<file path="src/rtl/mtws_pkg.sv">
// ----------------------------------------------------------------------------
// mtws_pkg
// Shared types and constants for the multi-task watchdog supervisor: item
// and result beats, item kinds, slot state codes, controller states and the
// command and status groups between controller and datapath.
// ----------------------------------------------------------------------------
package mtws_pkg;

    // Field widths fixed by the item and result formats
    localparam int KIND_W  = 2;
    localparam int TID_W   = 5;
    localparam int TST_W   = 2;
    localparam int SLOT_W  = 5;
    localparam int TMO_W   = 16;

    // Configuration port
    localparam int APB_AW  = 3;
    localparam int APB_DW  = 32;
    localparam logic REG_DUMP_ENABLE = 1'b0;   // word index of dump_enable

    // Slot state codes
    localparam logic [TST_W-1:0] ST_UNKNOWN = 2'd0;
    localparam logic [TST_W-1:0] ST_ALIVE   = 2'd1;

    typedef enum logic [KIND_W-1:0] {
        K_REGISTER = 2'd0,
        K_FEED     = 2'd1,
        K_MONITOR  = 2'd2,
        K_TIMEOUT  = 2'd3
    } t_kind;

    typedef struct packed {
        t_kind              kind;
        logic [TID_W-1:0]   task_id;
        logic [TST_W-1:0]   task_state;
    } t_item;

    typedef struct packed {
        logic [SLOT_W-1:0]  assigned_slot;
        logic               register_full;
        logic               feed_ignored;
        logic               reload_pulse;
        logic               dump_request;
        logic [TMO_W-1:0]   timeouts_seen;
    } t_result;

    typedef enum logic [2:0] {
        S_IDLE,
        S_EXEC,
        S_SCAN,
        S_CLEAR,
        S_RESP
    } t_state;

    // Controller to datapath
    typedef struct packed {
        logic capture;      // latch the incoming item
        logic exec;         // apply register, feed or timeout update
        logic idx_clr;      // restart the slot walk
        logic idx_inc;      // advance the slot walk
        logic clear_cur;    // turn the current alive slot back to unknown
        logic load_res;     // load the result register
        logic res_reload;   // reload flag for the result being loaded
    } t_cmd;

    // Datapath to controller
    typedef struct packed {
        t_kind kind;        // kind of the held item
        logic  count_zero;  // no slot registered
        logic  walk_last;   // walk sits on the last registered slot
        logic  cur_unknown; // current slot is unknown
    } t_stat;

endpackage

</file>
<file path="src/rtl/mtws_ctrl.sv">
// ----------------------------------------------------------------------------
// mtws_ctrl
// Sequencer for the supervisor: takes one item at a time, runs the
// two-pass slot walk for monitor ticks and strobes the result for one cycle.
// ----------------------------------------------------------------------------
module mtws_ctrl
    import mtws_pkg::*;
(
    input  logic  i_clk,
    input  logic  i_rst_n,
    input  logic  i_start,
    input  t_stat i_stat,
    output t_cmd  o_cmd,
    output logic  o_busy,
    output logic  o_valid
);

    t_state r_state;
    t_state n_state;

    // Hold state
    always_ff @(posedge i_clk) begin
        if (!i_rst_n) begin
            r_state <= S_IDLE;
        end else begin
            r_state <= n_state;
        end
    end

    // Next state
    always_comb begin
        n_state = r_state;
        unique case (r_state)
            S_IDLE: begin
                if (i_start) begin
                    n_state = S_EXEC;
                end
            end
            S_EXEC: begin
                if (i_stat.kind == K_MONITOR && !i_stat.count_zero) begin
                    n_state = S_SCAN;
                end else begin
                    n_state = S_RESP;
                end
            end
            S_SCAN: begin
                if (i_stat.cur_unknown) begin
                    n_state = S_RESP;
                end else if (i_stat.walk_last) begin
                    n_state = S_CLEAR;
                end
            end
            S_CLEAR: begin
                if (i_stat.walk_last) begin
                    n_state = S_RESP;
                end
            end
            S_RESP: begin
                n_state = S_IDLE;
            end
            default: begin
                n_state = S_IDLE;
            end
        endcase
    end

    // Outputs
    always_comb begin
        o_cmd   = '0;
        o_busy  = 1'b1;
        o_valid = 1'b0;
        unique case (r_state)
            S_IDLE: begin
                o_busy        = 1'b0;
                o_cmd.capture = i_start;
                o_cmd.idx_clr = i_start;
            end
            S_EXEC: begin
                if (i_stat.kind == K_MONITOR) begin
                    // empty table: nothing can be unknown
                    o_cmd.load_res   = i_stat.count_zero;
                    o_cmd.res_reload = 1'b1;
                end else begin
                    o_cmd.exec     = 1'b1;
                    o_cmd.load_res = 1'b1;
                end
            end
            S_SCAN: begin
                if (i_stat.cur_unknown) begin
                    o_cmd.load_res = 1'b1;
                end else if (i_stat.walk_last) begin
                    o_cmd.idx_clr = 1'b1;
                end else begin
                    o_cmd.idx_inc = 1'b1;
                end
            end
            S_CLEAR: begin
                o_cmd.clear_cur = 1'b1;
                if (i_stat.walk_last) begin
                    o_cmd.load_res   = 1'b1;
                    o_cmd.res_reload = 1'b1;
                end else begin
                    o_cmd.idx_inc = 1'b1;
                end
            end
            S_RESP: begin
                o_valid = 1'b1;
            end
            default: begin
                o_busy = 1'b1;
            end
        endcase
    end

endmodule

</file>
<file path="src/rtl/mtws_dp.sv">
// ----------------------------------------------------------------------------
// mtws_dp
// Datapath for the supervisor: slot state file, registration count, walk
// index, saturating timeout counter and the result register.
// ----------------------------------------------------------------------------
module mtws_dp
    import mtws_pkg::*;
#(
    parameter int MAX_TASKS = 20
) (
    input  logic    i_clk,
    input  logic    i_rst_n,
    input  t_item   i_item,
    input  logic    i_dump_enable,
    input  t_cmd    i_cmd,
    output t_stat   o_stat,
    output t_result o_result
);

    localparam int IW = (MAX_TASKS > 1) ? $clog2(MAX_TASKS) : 1;
    localparam int CW = $clog2(MAX_TASKS + 1);

    logic [TST_W-1:0] r_slot [MAX_TASKS];
    t_item            r_item;
    logic [CW-1:0]    r_count;
    logic [CW-1:0]    n_count;
    logic [IW-1:0]    r_idx;
    logic [TMO_W-1:0] r_tmo;
    logic [TMO_W-1:0] n_tmo;
    t_result          r_res;
    t_result          n_res;

    logic             tbl_full;
    logic             tid_oor;
    logic [TST_W-1:0] cur_st;
    logic             wr_en;
    logic [IW-1:0]    wr_addr;
    logic [TST_W-1:0] wr_data;

    assign tbl_full = (r_count >= CW'(MAX_TASKS));
    assign tid_oor  = (r_item.task_id >= TID_W'(MAX_TASKS));
    assign cur_st   = r_slot[r_idx];

    // Report status to the controller
    assign o_stat.kind        = r_item.kind;
    assign o_stat.count_zero  = (r_count == '0);
    assign o_stat.walk_last   = ((CW'(r_idx) + CW'(1)) == r_count);
    assign o_stat.cur_unknown = (cur_st == ST_UNKNOWN);

    // Latch the item
    always_ff @(posedge i_clk) begin
        if (i_cmd.capture) begin
            r_item <= i_item;
        end
    end

    // Pick the slot write for this cycle
    always_comb begin
        wr_en   = 1'b0;
        wr_addr = r_idx;
        wr_data = ST_UNKNOWN;
        if (i_cmd.exec && r_item.kind == K_REGISTER && !tbl_full) begin
            wr_en   = 1'b1;
            wr_addr = r_count[IW-1:0];
        end else if (i_cmd.exec && r_item.kind == K_FEED && !tid_oor) begin
            wr_en   = 1'b1;
            wr_addr = r_item.task_id[IW-1:0];
            wr_data = r_item.task_state;
        end else if (i_cmd.clear_cur && cur_st == ST_ALIVE) begin
            wr_en = 1'b1;
        end
    end

    // Write the slot file
    always_ff @(posedge i_clk) begin
        if (wr_en) begin
            r_slot[wr_addr] <= wr_data;
        end
    end

    // Advance counters
    always_comb begin
        n_count = r_count;
        n_tmo   = r_tmo;
        if (i_cmd.exec && r_item.kind == K_REGISTER && !tbl_full) begin
            n_count = r_count + CW'(1);
        end
        if (i_cmd.exec && r_item.kind == K_TIMEOUT && r_tmo != '1) begin
            n_tmo = r_tmo + TMO_W'(1);
        end
    end

    always_ff @(posedge i_clk) begin
        if (!i_rst_n) begin
            r_count <= '0;
            r_tmo   <= '0;
            r_idx   <= '0;
        end else begin
            r_count <= n_count;
            r_tmo   <= n_tmo;
            if (i_cmd.idx_clr) begin
                r_idx <= '0;
            end else if (i_cmd.idx_inc) begin
                r_idx <= r_idx + IW'(1);
            end
        end
    end

    // Build the result beat
    always_comb begin
        n_res               = '0;
        n_res.timeouts_seen = n_tmo;
        n_res.reload_pulse  = i_cmd.res_reload;
        if (i_cmd.exec) begin
            case (r_item.kind)
                K_REGISTER: begin
                    if (tbl_full) begin
                        n_res.register_full = 1'b1;
                    end else begin
                        n_res.assigned_slot = SLOT_W'(r_count);
                    end
                end
                K_FEED: begin
                    n_res.feed_ignored = tid_oor;
                end
                K_TIMEOUT: begin
                    n_res.dump_request = i_dump_enable && (r_tmo == '0);
                end
                default: begin
                    n_res.reload_pulse = i_cmd.res_reload;
                end
            endcase
        end
    end

    always_ff @(posedge i_clk) begin
        if (i_cmd.load_res) begin
            r_res <= n_res;
        end
    end

    assign o_result = r_res;

endmodule

</file>
<file path="src/rtl/multi_task_watchdog_supervisor.sv">
// ----------------------------------------------------------------------------
// multi_task_watchdog_supervisor
// Software watchdog supervisor for up to MAX_TASKS client slots.
//
// Items enter on i_item and are accepted at an edge where start is high and
// busy is low; one item is handled at a time. Each item gives exactly one
// result beat on o_result, marked by o_valid for a single cycle; the
// receiver cannot stall it.
// Register, feed and timeout items pass from the execute state to the
// response state. Monitor tick: the slot walk reads one slot per cycle,
// first a scan for unknown slots that stops at the first one it finds,
// then, only if it finds none, a pass that returns alive slots to
// unknown. The walk covers the N registered slots; an empty table skips it.
// dump_enable sits at byte address 0 of the APB port; write it only while
// the block is idle. Reset clears the slot count, the timeout count and the
// walk, sets dump_enable and leaves the block idle; slot states hold
// garbage until a registration or a feed writes them.
// ----------------------------------------------------------------------------
module multi_task_watchdog_supervisor
    import mtws_pkg::*;
#(
    parameter int MAX_TASKS = 20
) (
    input  logic              i_clk,
    input  logic              i_rst_n,
    // item channel
    input  logic              start,
    output logic              busy,
    input  t_item             i_item,
    // result channel
    output logic              o_valid,
    output t_result           o_result,
    // configuration
    input  logic              psel,
    input  logic              penable,
    input  logic              pwrite,
    input  logic [APB_AW-1:0] paddr,
    input  logic [APB_DW-1:0] pwdata,
    output logic [APB_DW-1:0] prdata,
    output logic              pready
);

    t_cmd  cmd;
    t_stat stat;
    logic  r_dump_enable;
    logic  cfg_wr;

    // Configuration register
    assign pready = 1'b1;
    assign cfg_wr = psel && penable && pwrite && (paddr[2] == REG_DUMP_ENABLE);

    always_ff @(posedge i_clk) begin
        if (!i_rst_n) begin
            r_dump_enable <= 1'b1;
        end else if (cfg_wr) begin
            r_dump_enable <= pwdata[0];
        end
    end

    assign prdata = (paddr[2] == REG_DUMP_ENABLE) ? APB_DW'(r_dump_enable) : '0;

    mtws_ctrl u_ctrl (
        .i_clk   (i_clk),
        .i_rst_n (i_rst_n),
        .i_start (start),
        .i_stat  (stat),
        .o_cmd   (cmd),
        .o_busy  (busy),
        .o_valid (o_valid)
    );

    mtws_dp #(
        .MAX_TASKS (MAX_TASKS)
    ) u_dp (
        .i_clk         (i_clk),
        .i_rst_n       (i_rst_n),
        .i_item        (i_item),
        .i_dump_enable (r_dump_enable),
        .i_cmd         (cmd),
        .o_stat        (stat),
        .o_result      (o_result)
    );

    // An accepted item keeps the block busy
    a_accept_busy: assert property (@(posedge i_clk) disable iff (!i_rst_n)
        (start && !busy) |=> busy)
        else $error("block not busy after accepting an item");

    // A result beat lasts one cycle and frees the block
    a_valid_single: assert property (@(posedge i_clk) disable iff (!i_rst_n)
        o_valid |=> (!o_valid && !busy))
        else $error("result beat longer than one cycle");

    // At most one event flag per result
    a_flags_onehot: assert property (@(posedge i_clk) disable iff (!i_rst_n)
        o_valid |-> $onehot0({o_result.register_full, o_result.feed_ignored,
                              o_result.reload_pulse, o_result.dump_request}))
        else $error("several event flags in one result");

    // A refused registration grants no slot
    a_full_slot: assert property (@(posedge i_clk) disable iff (!i_rst_n)
        (o_valid && o_result.register_full) |-> (o_result.assigned_slot == '0))
        else $error("slot granted on a full table");

endmodule

</file>
<file path="config.mk">
export PLATFORM = sky130hd
export DESIGN_NAME = multi_task_watchdog_supervisor
export DESIGN_NICKNAME = d
export VERILOG_FILES = /design/src/rtl/mtws_pkg.sv /design/src/rtl/mtws_ctrl.sv /design/src/rtl/mtws_dp.sv /design/src/rtl/multi_task_watchdog_supervisor.sv
export SDC_FILE = /design/constraint.sdc
export NUM_CORES = 1
export LEC_CHECK = 0
export ABC_AREA = 1
export BUFFER_PORTS_ARGS = -buffer_cell sky130_fd_sc_hd__buf_2
export CORE_ASPECT_RATIO = 1.25
export CORE_MARGIN = 3
export CORE_UTILIZATION = 59
export CTS_CLUSTER_DIAMETER = 150
export DETAILED_ROUTE_END_ITERATION = 7
export HOLD_SLACK_MARGIN = 0.05
export PLACE_DENSITY = 0.85
export SYNTH_ARGS = -nofsm -noshare
export SYNTH_HDL_FRONTEND = slang
export SYNTH_SLANG_ARGS = --single-unit
export TNS_END_PERCENT = 100
</file>
<file path="constraint.sdc">
create_clock -name i_clk -period 8.2 [get_ports i_clk]
set_input_delay 1.23 -clock i_clk [delete_from_list [all_inputs] [get_ports i_clk]]
set_output_delay 1.23 -clock i_clk [all_outputs]
set_load 0.1 [all_outputs]
</file>
; ---- After elaboration in Yosys (flattened, before gate mapping)
; Memory sizes are Yosys's and may differ from the RTL's. A register that Yosys moved wholly into a read port is not among the register bits.
; Index checks and enable logic that the tools add are counted.
[classes]
add_sub_neg = 3
order_cmp = 2
n_eq_ne = 13
n_mux = 37
n_bitwise = 4
n_reduce_logical = 26
[op_table]
columns = op, count
row1 = two-way mux 5 bit, 4
row2 = two-way mux 1 bit, 18
row3 = adder 16 x 1 -> 16 bit (second input constant), 1
row4 = zero test 16 bit, 1
row5 = two-way mux 16 bit, 1
row6 = != test 16 bit (second input constant), 1
row7 = two-way mux 3 bit, 5
row8 = logical AND 1 bit, 12
row9 = case mux 3 bit (4 select lines), 1
row10 = adder 5 x 1 -> 5 bit (second input constant), 2
row11 = >= comparator 5 bit (second input constant), 2
row12 = two-way mux 2 bit, 4
row13 = == test 3 x 2 -> 1 bit (second input constant), 2
row14 = case mux 1 bit (2 select lines), 3
row15 = AND reduction 2 bit, 3
row16 = == test 5 bit, 1
row17 = zero test 5 bit, 1
row18 = == test 2 x 1 -> 1 bit (second input constant), 2
row19 = == test 2 bit (second input constant), 2
row20 = zero test 2 bit, 2
row21 = != test 2 bit (second input constant), 2
row22 = NOT 1 bit, 4
row23 = == test 3 x 1 -> 1 bit (second input constant), 1
row24 = == test 3 bit (second input constant), 1
row25 = other kinds (7), 9
[word_totals]
reg_bits = 64
ram_bits = 40
word_cells = 100
n_memories = 1
[mem_list]
columns = name, depth, width, rd, rd_ports_with_merged_regs, write_ports, line
row1 = u_dp.r_slot, 20, 2, 1, 1, 1, mtws_dp.sv:23  ; logic [TST_W-1:0] r_slot [MAX_TASKS];

; ---- Logic depth before layout (Yosys ltp)
[logic_depth]
depth_word = 9
depth_mapped = 15
depth_no_buf = 14

; ---- By module
; A second synthesis with hierarchy kept.
[hier_totals]
cells_unflattened = 589
hier_area_um2 = 5371.4
[modules_own_cells]
columns = mod, n_inst, cells_per_inst, area_per_inst_um2, seq_area_each_um2
row1 = mtws_dp, 1, 496, 4780.8, 2842.7
row2 = multi_task_watchdog_supervisor, 1, 45, 310.3, 20.0
row3 = mtws_ctrl, 1, 48, 280.3, 60.1

; ---- Worst setup path after synthesis
; Ideal clock, no wire load.
[synth_path]
path_kind = input port to output port
start = input paddr[2]
end = output prdata[0]
arrival_ns = 2.483
setup_slack_ns = 4.487
stages = 1
n_path_buf = 0
cell_sequence = nor2_1
[synth_between]
elab_chain_cells = 1
[synth_lines]
columns = item, line
row1 = "start, declared", multi_task_watchdog_supervisor.sv:37  ; input logic [APB_AW-1:0] paddr,
row2 = two-way mux 1 bit, multi_task_watchdog_supervisor.sv:60  ; assign prdata = (paddr[2] == REG_DUMP_ENABLE) ? APB_DW'(r_dump_enable) : '0;
row3 = "end, declared", multi_task_watchdog_supervisor.sv:39  ; output logic [APB_DW-1:0] prdata,
; Every way passes these cells.

; ---- Worst setup path in the final report
; Ends and elaborated chain as after synthesis.

==> metrics.txt <==
ANT cells=0; startpoint class of the critical path=input port; gr ovfl total=0; FFs w/ async S/R, synth=0%; die height=111 um; CTS tree=done; GR Util All Layers=21.4%; cells after synthesis=roughly 570; Crit Path Class=in2out; multi-input logic area=1860 um^2; setup TNS=0 ns; Peak Freq=~320 MHz; Routed Antenna Nets=0; core area=approximately 8400 um^2; Post-Synth XOR/XNOR Area=roughly 3.2%; CTS buffer count=9; Nets=approximately 660; Worst-Skew Late Latency=around 0.38 ns; biggest cell delay along the critical path=around 0.42 ns; # rows=37; Pre-Repair DR Iteration Count=5; most common cell after layout, fill and taps aside=nand2_1; post-synth cell types=40; hold worst-path end=u_dp.r_count[4]; outcome=finished clean; worst-case clock buffer depth=2; cts hold-fix bufs=0; post-synthesis mux area share=0%; largest family of logic cells by synthesized area=simple AND/OR/NAND/NOR gates; leak pwr=around 2.3 nW; flop2flop setup slack=around 5.5 ns; worst hold stages=2; Initial Util=between 60% and 70%; maximum vdd drop=150 uV; via count=3,814; hold path start=u_dp.r_count[3]; CP required=around 7.0 ns; number of global-route vias before repair=about 3.7k; power density over the cells=191 nW/um^2; setup repair bufs after CTS=0; PortBufs=44; Critical R2R Capture=u_dp.o_result[13]; Die ar.=between 10,000 and 15,000 um^2; H-tree depth=3; initial detailed-routing violation count=218; Post-Synth Simple-Gate Area=roughly a quarter; ratio of cells with drive above 1 in the final layout=roughly 15%; number of synthesized flops with an enable pin=74; DP HPWL=roughly 7400 um; Vias/cell=around 5.2; global-route wire length before repair=about 17,000 um; r2r worst-path depth=7; Final Slew Violations=0; area grow syn2layout=7.36%; post-synthesis sequential area ratio=approximately 56%; Post-route DRC=0; Worst Hold Class=reg2reg; most used cell, CP=buf_2; Max Cap Viol=0; die width=90.2 um; DRT Wirelength=approximately 10,000 um; I/O pin count=between 100 and 150; worst clock skew=~0.018 ns; critical path peak fanout=2; syn_area_per_cell=~9.3 um^2; Worst-Margin Slew=around 1.2 ns; FF/Latch Area=around 2900 um^2; final worst path period need=roughly 3.1 ns; Root Driver=clkbuf_8; initial antenna violation count=0; Yosys reg bits=between 100 and 150; Post-CTS Resized=0; CTS Sinks=approximately 110; most frequent cells in the layout=108 x nand2_1, 76 x nor2_1, 74 x edfxtp_1; RSZ-0062 raised after global routing=no; largest net degree at the start of global routing=24; fin crit share=between 30% and 40%; Worst setup startpoint=paddr[2]; complex-gate fraction of the synthesized area=4.30%; adder-cell share of the synthesized area=1.20%; DR WL/cell=14.3 um; Post-Place Cells=roughly 720; CP cell instances=buf_2 -> nor2_1 -> buf_2; synth warn=0; fin cells=~730; endpoints failing hold=0; synthesized area=roughly 5200 um^2; final RePlAce weighted congestion=roughly 0.9; Synth Flop Type=edfxtp_1; Worst setup EP type=output pin; endpoints failing setup=0; Filler cells=approximately 670; Slew headroom=between 10% and 20%; worst path arrival time=1.85 ns; Reg clk slew, reported paths=about 0.1 ns; CP max-delay cell=buf_2
## state kept, by name, summed over array words and instances, names as in the netlist, named ones only
signal          cells
u_dp.r_tmo         16
u_ctrl.r_state      3
r_dump_enable       1
u_dp.o_stat         2
u_dp.o_result      25
u_dp.r_idx          5
u_dp.r_slot        40
u_dp.r_item         7
u_dp.r_count        5
## critical path, delay by kind of cell
family,cells,cell delay (ns)
buf+inv,2,0.53
simple gates,1,0.08
## area by class of cell
| class | instances | area share (%) |
|---|---|---|
| flip-flops and latches | 109 | 52.0 |
| multi-input cells | 375 | 33.1 |
| inverters | 68 | 4.59 |
| repair buffers | 46 | 4.19 |
| well taps | 117 | 2.61 |
| clock buffers | 10 | 2.27 |
| clock inverters | 6 | 1.25 |
## worst max path at each step
stage                           end  slack [ns]  cells after the start
after CTS                 prdata[0]        5.12                      3
after detailed placement  prdata[0]        5.13                      3
after global placement    prdata[0]        5.12                      3
after global routing      prdata[0]        5.10                      3
after floorplan           prdata[0]        4.49                      1
final                     prdata[0]        5.12                      3
## synthesized netlist by cell type, types with 3 or more instances
library cell / n / area share, %
buf_2: 5 / 0.48
dfxtp_1: 35 / 13
o21ai_0: 11 / 1.1
nand3_2: 6 / 1.1
edfxtp_1: 74 / 42
ha_1: 5 / 1.2
nor3_2: 3 / 0.57
nand2_2: 3 / 0.36
o21ai_1: 4 / 0.38
nand3_1: 51 / 4.9
inv_2: 6 / 0.43
nand4_1: 6 / 0.72
a21oi_1: 17 / 1.6
xor2_1: 15 / 2.5
nor4_1: 8 / 0.96
nor2_1: 76 / 5.5
buf_4: 35 / 5.0
nor3_1: 10 / 0.96
nand2_1: 108 / 7.7
inv_1: 59 / 4.2
## power breakdown
| part | total, mW | switching (mW) | internal [mW] |
|---|---|---|---|
| Sequential | 0.600 | 0.00534 | 0.594 |
| Combinational | 0.152 | 0.137 | 0.0149 |
| Clock | 0.325 | 0.181 | 0.144 |
| Total | 1.08 | 0.323 | 0.753 |
## metrics by stage
step / utilization [%] / power [mW] / area, um^2 / setup WS, ns / hold WS, ns
2_1_floorplan: - / 0.757 / 5350 / 4.49 / 0.452
3_3_place_gp: 64.3 / 0.761 / 5420 / 5.12 / 0.471
3_5_place_dp: 64.3 / 0.764 / 5420 / 5.13 / 0.480
4_1_cts: 66.7 / 1.08 / 5620 / 5.12 / 0.494
5_1_grt: 66.7 / 1.11 / 5620 / 5.10 / 0.519
6_report: 66.7 / 1.08 / 5620 / 5.12 / 0.492
## routing by layer
| metal | vias up | global-route usage, % | part of all wire [%] |
|---|---|---|---|
| met1 | 1768 | 24.6 | 39 |
| met5 | - | 0 | 0 |
| met3 | 24 | 4.62 | 5.9 |
| li1 | 1882 | - | - |
| met2 | 140 | 38.8 | 53 |
| met4 | 0 | 8.38 | 2.3 |
## cells by family after synthesis
group                      after synthesis
DFF                                    109
buffers and inverters                  111
and+or+nand+nor                        280
AOI/OAI and AO/OA                       40
other                                    2
xor gates and xnor gates                18
adders and majority gates                5
No activity file was read; power rests on OpenSTA's default activity.
